File: config.mk
export PLATFORM = sky130hd
export DESIGN_NAME = shortest_covering_window_unit
export DESIGN_NICKNAME = d
export VERILOG_FILES = /design/src/sv/scwin_pkg.sv /design/src/sv/scwin_ram.sv /design/src/sv/scwin_min_unit.sv /design/src/sv/shortest_covering_window_unit.sv
export SDC_FILE = /design/constraint.sdc
export NUM_CORES = 2
export LEC_CHECK = 0
export CAP_MARGIN = 10
export CORE_MARGIN = 3
export CORE_UTILIZATION = 45
export CTS_CLUSTER_DIAMETER = 150
export DETAILED_ROUTE_END_ITERATION = 6
export DONT_BUFFER_PORTS = 1
export PLACE_DENSITY_LB_ADDON = 0.2
export SLEW_MARGIN = 0
export SYNTH_ARGS = -nofsm -noshare
export SYNTH_HDL_FRONTEND = slang
export SYNTH_SLANG_ARGS = --single-unit
File: constraint.sdc
create_clock -name clock -period 6.6 [get_ports clock]
set_input_delay 0.99 -clock clock [delete_from_list [all_inputs] [get_ports clock]]
set_output_delay 0.99 -clock clock [all_outputs]
set_load 0.01 [all_outputs]
File: src/sv/scwin_pkg.sv
package scwin_pkg;

   localparam int unsigned DEF_MAX_K   = 128;
   localparam int unsigned DEF_MAX_SEQ = 1048576;
   localparam int unsigned CSR_W       = 8;
   localparam int unsigned SYM_W       = 10;

   typedef enum logic [2:0] {
      ST_IDLE,
      ST_SCAN,
      ST_DRAIN,
      ST_CALC,
      ST_DONE,
      ST_RESP
   } scwin_state_type;

   typedef struct packed {
      logic init;
      logic sample;
   } scwin_min_ctl_type;

endpackage

File: src/sv/scwin_ram.sv
module scwin_ram #(
   parameter int unsigned WIDTH = 8,
   parameter int unsigned DEPTH = 16,
   parameter int unsigned ADDR_W = (DEPTH > 1) ? $clog2(DEPTH) : 1
) (
   input  logic              clock,
   input  logic              wr_en,
   input  logic [ADDR_W-1:0] wr_addr,
   input  logic [WIDTH-1:0]  wr_data,
   input  logic [ADDR_W-1:0] rd_addr,
   output logic [WIDTH-1:0]  rd_data
);

   logic [WIDTH-1:0] mem_ff [DEPTH];
   logic [WIDTH-1:0] rd_data_ff;

   always_ff @(posedge clock) begin
      if (wr_en) begin
         mem_ff[wr_addr] <= wr_data;
      end
      rd_data_ff <= mem_ff[rd_addr];
   end

   assign rd_data = rd_data_ff;

endmodule

File: src/sv/scwin_min_unit.sv
module scwin_min_unit
   import scwin_pkg::*;
#(
   parameter int unsigned POS_W = 21
) (
   input  logic              clock,
   input  scwin_min_ctl_type ctl,
   input  logic [POS_W-1:0]  init_value,
   input  logic [POS_W-1:0]  sample_value,
   output logic [POS_W-1:0]  min_value
);

   logic [POS_W-1:0] min_ff;
   logic [POS_W-1:0] min_in;

   always_comb begin
      min_in = min_ff;
      if (ctl.init) begin
         min_in = init_value;
      end else if (ctl.sample && (sample_value < min_ff)) begin
         min_in = sample_value;
      end
   end

   always_ff @(posedge clock) begin
      min_ff <= min_in;
   end

   assign min_value = min_ff;

endmodule

File: src/sv/shortest_covering_window_unit.sv
// Channel  Direction  Ports
// req      in         req_valid, req_ready, req_symbol, req_last_item
// rsp      out        rsp_valid, rsp_ready, rsp_shortest_length, rsp_found, rsp_too_long
// csr      in         csr_valid, csr_ready, csr_required_count
//
// An item that does not complete coverage goes from ST_IDLE to ST_DONE; once all values 1..K
// have been seen, it also passes ST_SCAN, ST_DRAIN and ST_CALC, where the scan reads one stored
// last position per cycle from the single RAM read port into the shared min compare.
// Reset is synchronous and leaves no clearing pass: per-value seen flags mark which
// stored positions are valid. A final item's response is held until rsp_ready, and no
// new transaction is taken until then.
module shortest_covering_window_unit
   import scwin_pkg::*;
#(
   parameter int unsigned MAX_K   = DEF_MAX_K,
   parameter int unsigned MAX_SEQ = DEF_MAX_SEQ,
   parameter int unsigned POS_W   = $clog2(MAX_SEQ + 1)
) (
   input  logic             clock,
   input  logic             reset,
   input  logic             req_valid,
   output logic             req_ready,
   input  logic [SYM_W-1:0] req_symbol,
   input  logic             req_last_item,
   output logic             rsp_valid,
   input  logic             rsp_ready,
   output logic [POS_W-1:0] rsp_shortest_length,
   output logic             rsp_found,
   output logic             rsp_too_long,
   input  logic             csr_valid,
   output logic             csr_ready,
   input  logic [CSR_W-1:0] csr_required_count
);

   localparam int unsigned ADDR_W = (MAX_K > 1) ? $clog2(MAX_K) : 1;
   localparam int unsigned K_W    = $clog2(MAX_K + 1);

   scwin_state_type   state_ff, state_in;
   logic [CSR_W-1:0]  kreg_ff, kreg_in;
   logic [POS_W-1:0]  pos_ff, pos_in;
   logic [K_W-1:0]    cov_ff, cov_in;
   logic [POS_W-1:0]  best_ff, best_in;
   logic              ovf_ff, ovf_in;
   logic [MAX_K-1:0]  seen_ff, seen_in;
   logic [ADDR_W-1:0] rd_addr_ff, rd_addr_in;
   logic              pend_ff, pend_in;
   logic              last_ff, last_in;
   logic [POS_W-1:0]  len_ff, len_in;
   logic              fnd_ff, fnd_in;
   logic              tl_ff, tl_in;

   logic [K_W-1:0]    k_eff;
   logic [K_W:0]      cov_sum;
   logic              in_range;
   logic [ADDR_W-1:0] sym_idx;
   logic              wr_en;
   logic [POS_W-1:0]  pos_next;
   logic [POS_W-1:0]  rd_data;
   logic [POS_W-1:0]  oldest;
   logic [POS_W-1:0]  win_len;
   scwin_min_ctl_type min_ctl;

   always_comb begin
      int unsigned k32;
      k32 = 32'(kreg_ff);
      if (k32 == 0) begin
         k32 = 1;
      end else if (k32 > MAX_K) begin
         k32 = MAX_K;
      end
      k_eff = K_W'(k32);
   end

   assign in_range = (32'(req_symbol) >= 32'd1) && (32'(req_symbol) <= 32'(k_eff));
   assign sym_idx  = ADDR_W'(req_symbol - SYM_W'(1));
   assign pos_next = pos_ff + POS_W'(1);
   assign win_len  = pos_ff - oldest + POS_W'(1);

   assign req_ready = (state_ff == ST_IDLE) && !csr_valid;
   assign csr_ready = (state_ff == ST_IDLE);
   assign rsp_valid = (state_ff == ST_RESP);
   assign rsp_shortest_length = len_ff;
   assign rsp_found = fnd_ff;
   assign rsp_too_long = tl_ff;

   always_comb begin
      state_in   = state_ff;
      kreg_in    = kreg_ff;
      pos_in     = pos_ff;
      cov_in     = cov_ff;
      best_in    = best_ff;
      ovf_in     = ovf_ff;
      seen_in    = seen_ff;
      rd_addr_in = rd_addr_ff;
      pend_in    = 1'b0;
      last_in    = last_ff;
      len_in     = len_ff;
      fnd_in     = fnd_ff;
      tl_in      = tl_ff;
      wr_en      = 1'b0;
      min_ctl    = '0;
      cov_sum    = {1'b0, cov_ff};
      case (state_ff)
         ST_IDLE: begin
            if (csr_valid) begin
               kreg_in = csr_required_count;
               pos_in  = '0;
               cov_in  = '0;
               best_in = '1;
               ovf_in  = 1'b0;
               seen_in = '0;
            end else if (req_valid) begin
               last_in = req_last_item;
               if (32'(pos_ff) >= MAX_SEQ) begin
                  ovf_in   = 1'b1;
                  state_in = ST_DONE;
               end else begin
                  pos_in = pos_next;
                  if (in_range) begin
                     wr_en = 1'b1;
                     if (!seen_ff[sym_idx]) begin
                        seen_in[sym_idx] = 1'b1;
                        cov_sum = {1'b0, cov_ff} + (K_W + 1)'(1);
                     end
                  end
                  cov_in = K_W'(cov_sum);
                  if (cov_sum >= {1'b0, k_eff}) begin
                     min_ctl.init = 1'b1;
                     rd_addr_in   = '0;
                     state_in     = ST_SCAN;
                  end else begin
                     state_in = ST_DONE;
                  end
               end
            end
         end
         ST_SCAN: begin
            pend_in        = 1'b1;
            min_ctl.sample = pend_ff;
            rd_addr_in     = rd_addr_ff + ADDR_W'(1);
            if (rd_addr_ff == ADDR_W'(k_eff - K_W'(1))) begin
               state_in = ST_DRAIN;
            end
         end
         ST_DRAIN: begin
            min_ctl.sample = pend_ff;
            state_in       = ST_CALC;
         end
         ST_CALC: begin
            if (win_len < best_ff) begin
               best_in = win_len;
            end
            state_in = ST_DONE;
         end
         ST_DONE: begin
            if (last_ff) begin
               if (ovf_ff) begin
                  len_in = '0;
                  fnd_in = 1'b0;
                  tl_in  = 1'b1;
               end else if (cov_ff >= k_eff) begin
                  len_in = best_ff;
                  fnd_in = 1'b1;
                  tl_in  = 1'b0;
               end else begin
                  len_in = '0;
                  fnd_in = 1'b0;
                  tl_in  = 1'b0;
               end
               state_in = ST_RESP;
            end else begin
               state_in = ST_IDLE;
            end
         end
         ST_RESP: begin
            if (rsp_ready) begin
               pos_in   = '0;
               cov_in   = '0;
               best_in  = '1;
               ovf_in   = 1'b0;
               seen_in  = '0;
               state_in = ST_IDLE;
            end
         end
         default: begin
            state_in = ST_IDLE;
         end
      endcase
   end

   always_ff @(posedge clock) begin
      if (reset) begin
         state_ff <= ST_IDLE;
      end else begin
         state_ff <= state_in;
      end
   end

   always_ff @(posedge clock) begin
      if (reset) begin
         kreg_ff <= CSR_W'(1);
         pos_ff  <= '0;
         cov_ff  <= '0;
         best_ff <= '1;
         ovf_ff  <= 1'b0;
         seen_ff <= '0;
         pend_ff <= 1'b0;
      end else begin
         kreg_ff <= kreg_in;
         pos_ff  <= pos_in;
         cov_ff  <= cov_in;
         best_ff <= best_in;
         ovf_ff  <= ovf_in;
         seen_ff <= seen_in;
         pend_ff <= pend_in;
      end
   end

   always_ff @(posedge clock) begin
      rd_addr_ff <= rd_addr_in;
      last_ff    <= last_in;
      len_ff     <= len_in;
      fnd_ff     <= fnd_in;
      tl_ff      <= tl_in;
   end

   scwin_ram #(
      .WIDTH (POS_W),
      .DEPTH (MAX_K)
   ) u_last_pos (
      .clock   (clock),
      .wr_en   (wr_en),
      .wr_addr (sym_idx),
      .wr_data (pos_next),
      .rd_addr (rd_addr_ff),
      .rd_data (rd_data)
   );

   scwin_min_unit #(
      .POS_W (POS_W)
   ) u_min (
      .clock        (clock),
      .ctl          (min_ctl),
      .init_value   (pos_next),
      .sample_value (rd_data),
      .min_value    (oldest)
   );

   // A pending response blocks new input transactions.
   a_rsp_blocks_req: assert property (@(posedge clock) disable iff (reset)
      rsp_valid |-> !req_ready)
      else $error("input accepted while a response is pending");

   // The scan only runs once every required value has been seen.
   a_scan_covered: assert property (@(posedge clock) disable iff (reset)
      (state_ff == ST_SCAN) |-> (cov_ff >= k_eff))
      else $error("scan started without full coverage");

   // Overflow is only flagged once the position counter has reached MAX_SEQ.
   a_ovf_pos: assert property (@(posedge clock) disable iff (reset)
      ovf_ff |-> (32'(pos_ff) == MAX_SEQ))
      else $error("overflow flagged below the sequence limit");

   // A reported window is nonempty and no longer than the stream.
   a_len_bound: assert property (@(posedge clock) disable iff (reset)
      (rsp_valid && rsp_found) |->
         ((rsp_shortest_length != '0) && (rsp_shortest_length <= pos_ff)))
      else $error("reported window length out of bounds");

endmodule
==> metrics.cfg <==
[outcome]
status=finished, final reports clean

[logic_synthesis]
yosys.area.top_type_share=0.709
synth_common_cells=edfxtp_1 (2,740), mux4_2 (908), nand2_1 (219), nor2_1 (216), dfxtp_1 (212)
ys_top_cells_by_area=edfxtp_1 (71%), mux4_2 (18%), dfxtp_1 (3.7%)
synthMuxAreaShare=0.181
async_flop_share=0
ys_seq_area_frac=0.745
yosysTopAreaCell=edfxtp_1
ys.flop_type=edfxtp_1
synthesis.nets=5594
ys_warn_count=0
synth-seq-cells=2952
synth-simple-area-share=0.0258
synth_top_family_by_area=multiplexers
synth_xor_area_frac=0.00504
syn_inst=5459
synth-adder-area-share=0.0120
synth_compound_area_frac=0.0186
avgSynthCellArea_um2=21.3
synth_enable_flop_cells=2740
yosysMostFrequentCell=edfxtp_1
netlist_area_mm2=0.116
synth_cell_types=76

[floorplanning]
ios=50
start_util=0.455
rows=185
die_h_um=514
die-area_mm2=0.264
chipWidth_um=514
core-area_mm2=0.255

[setup_path]
crit_path_start=pos_ff[1]$_SDFFE_PP0P_
cp_data_arrival_time_ns=6.52
cp_max_fo=16
worstSetupEndpointType=flip-flop
startpoint_type=flip-flop
crit_type=flip-flop to flip-flop
critPathSlowestCell=a2111oi_0
timing.rr.start=pos_ff[1]$_SDFFE_PP0P_
cp_data_required_time_ns=7.40
worst-path-buf-inv=3
cp_slowest_stage_delay_ns=0.53
path_cells=inv_1 > ha_1 > inv_1 > ha_1 > fa_1 > a21o_1 > a211oi_1 > o21ai_0 > a31o_2 > a2111oi_0 > o21ai_0 > nand2_1 > xnor2_1 > ha_1 > nor2b_1 > o21ai_0 > o311ai_0 > a211o_1 > o21ai_1 > buf_4 > a21oi_1 > or2_2
crit_family=compound AO/OA/AOI/OAI gates

[placement]
place.gp.congestion=0.806
place_area_mm2=0.122
port_buffers=0
post-dp-hpwl_um=171000
dp.cells=8793

[cts]
clk_latency_ns=0.93
post_cts_buffers=0
cts-buffers-inserted=314
clkTransAtPathRegs_ns=0.06
hold_buffers=0
cts.sinks=2952
clock-root-buffer=clkbuf_16
cts.htree.levels=5
cts_resized=0
cts_tree=yes
clockBufferDepth=4

[route]
antenna_left=0
avgViaCountPerCell=6.05
first_iter_violations=6563
drt_first_pass_iters=6
drc=0
wl_per_cell_um=31.5
routed_wl_um=294000
route.vias.total=56534

[cells_and_area]
final_cell_area_mm2=0.132
syn_to_final_growth_pct=13.4
nets=5880
fillers=19863
final_cells=9341
final_util=0.516
drive_above_1_share=0.300

[pwr]
total_power_mw=39.9
p_leak_nw=36.8
power_density_mw_per_mm2=303
vdd_drop_max_v=0.000291

[hold_path]
hp-class=input port to flip-flop
min-delay-start=req_last_item

[global_route]
grt_pass1_wl_um=424000
grt_antenna_before_repair=10
grt_pass1_vias=57001
grt_max_degree=130
grt_overflow=0
grt.total_usage=0.223

[timing]
setup-violations-final=0
worst_pin_slew_ns=1.18
fin_setup_tns_ns=0
rsz0062_at_grt=no
min_period_over_period=0.866
finalCriticalPeriod_ns=5.72
slew_headroom=0.213
max_freq_mhz=175
drv_slew=0
skew_ns=0.0465
hold_viol_final=0

[job]
drv_cap=0

worst reg2reg max path: cells and delay by family (launching register included):
family	cells	cell delay [ns]
DFF	1	0.40
AOI/OAI and AO/OA	11	2.85
and+or+nand+nor	3	0.51
xor gates and xnor gates	1	0.14
adders and majority gates	4	1.22
buffers and inverters	3	0.49
layout make-up:
| type | instances | area [um2] | share of cell area |
|---|---|---|---|
| diodes | 10 | 25.0 | 0.000190 |
| clock buffers | 397 | 8370 | 0.0636 |
| clock inverters | 139 | 991 | 0.00753 |
| inverters | 59 | 224 | 0.00170 |
| multi-input cells | 2147 | 28700 | 0.218 |
| flip-flops and latches | 2952 | 86500 | 0.657 |
| well taps | 3366 | 4210 | 0.0320 |
| repair buffers | 271 | 2550 | 0.0194 |
power breakdown:
group	leakage, nW	switching, mW	internal [mW]
combinational	9.37	1.89	1.28
sequential	22.9	0.0998	20.3
clock	4.58	6.87	9.46
total	36.8	8.86	31.1
kinds of logic after synthesis:
group,Yosys count
XOR/XNOR,66
AND/OR/NAND/NOR,659
multiplexers,958
adder cells (fa/ha/maj),111
AO/OA/AOI/OAI,353
buffers and inverters,360
flip-flops,2952
state kept, by name (all words and copies together) (netlist names):
name	cells
rsp_found	1
last_ff	1
kreg_ff	8
rsp_shortest_length	21
u_last_pos.rd_data	21
best_ff	21
cov_ff	8
u_last_pos.mem_ff	2688
u_min.min_value	21
pos_ff	21
state_ff	3
pend_ff	1
seen_ff	128
rd_addr_ff	7
rsp_too_long	1
ovf_ff	1
final timing paths:
kind | end | slack [ns] | depth (start not counted)
worst max-delay path | best_ff[11]$_SDFFE_PP1P_ | 0.88 | 22
worst min-delay path | last_ff$_DFFE_PP_ | 0.17 | 0
worst min register to register | seen_ff[49]$_SDFFE_PP0P_ | 0.45 | 2
worst max register to register | best_ff[11]$_SDFFE_PP1P_ | 0.88 | 22
cells in the final DEF, fill, tap and decap left out, types with 11 or more instances in the layout:
| cell | count |
|---|---|
| edfxtp_1 | 2740 |
| mux4_2 | 908 |
| clkbuf_16 | 321 |
| buf_4 | 229 |
| nand2_1 | 219 |
| dfxtp_1 | 212 |
| o21ai_0 | 167 |
| nor2_2 | 127 |
| ha_1 | 109 |
| nor2_1 | 88 |
| clkinv_1 | 71 |
| clkbuf_1 | 70 |
| a21oi_1 | 63 |
| inv_1 | 58 |
| nand3_1 | 45 |
| clkinv_2 | 43 |
| buf_12 | 41 |
| nor3_1 | 34 |
| xnor2_1 | 32 |
| a21o_1 | 28 |
| mux2_2 | 27 |
| nand4_1 | 23 |
| nand2b_1 | 21 |
| and3_1 | 18 |
| mux2_1 | 17 |
| or2_2 | 16 |
| xnor2_2 | 14 |
| bufinv_16 | 14 |
| nor2b_1 | 13 |
| xor2_1 | 13 |
| a211oi_1 | 11 |
| a22oi_1 | 11 |
layer usage:
layer  track usage  routed length (um)
met5             0                  19
met2         0.354              142000
met1         0.326              125000
met3        0.0356               20100
met4        0.0582                6970
stage by stage:
step	hold WS, ns	setup slack [ns]
3_3_place_gp	0.428	0.320
6_report	0.168	0.884
5_1_grt	0.128	0.354
3_5_place_dp	0.439	0.332
4_1_cts	0.0686	0.910
2_1_floorplan	0.416	0.0587
(Power assumes the default switching activity.)
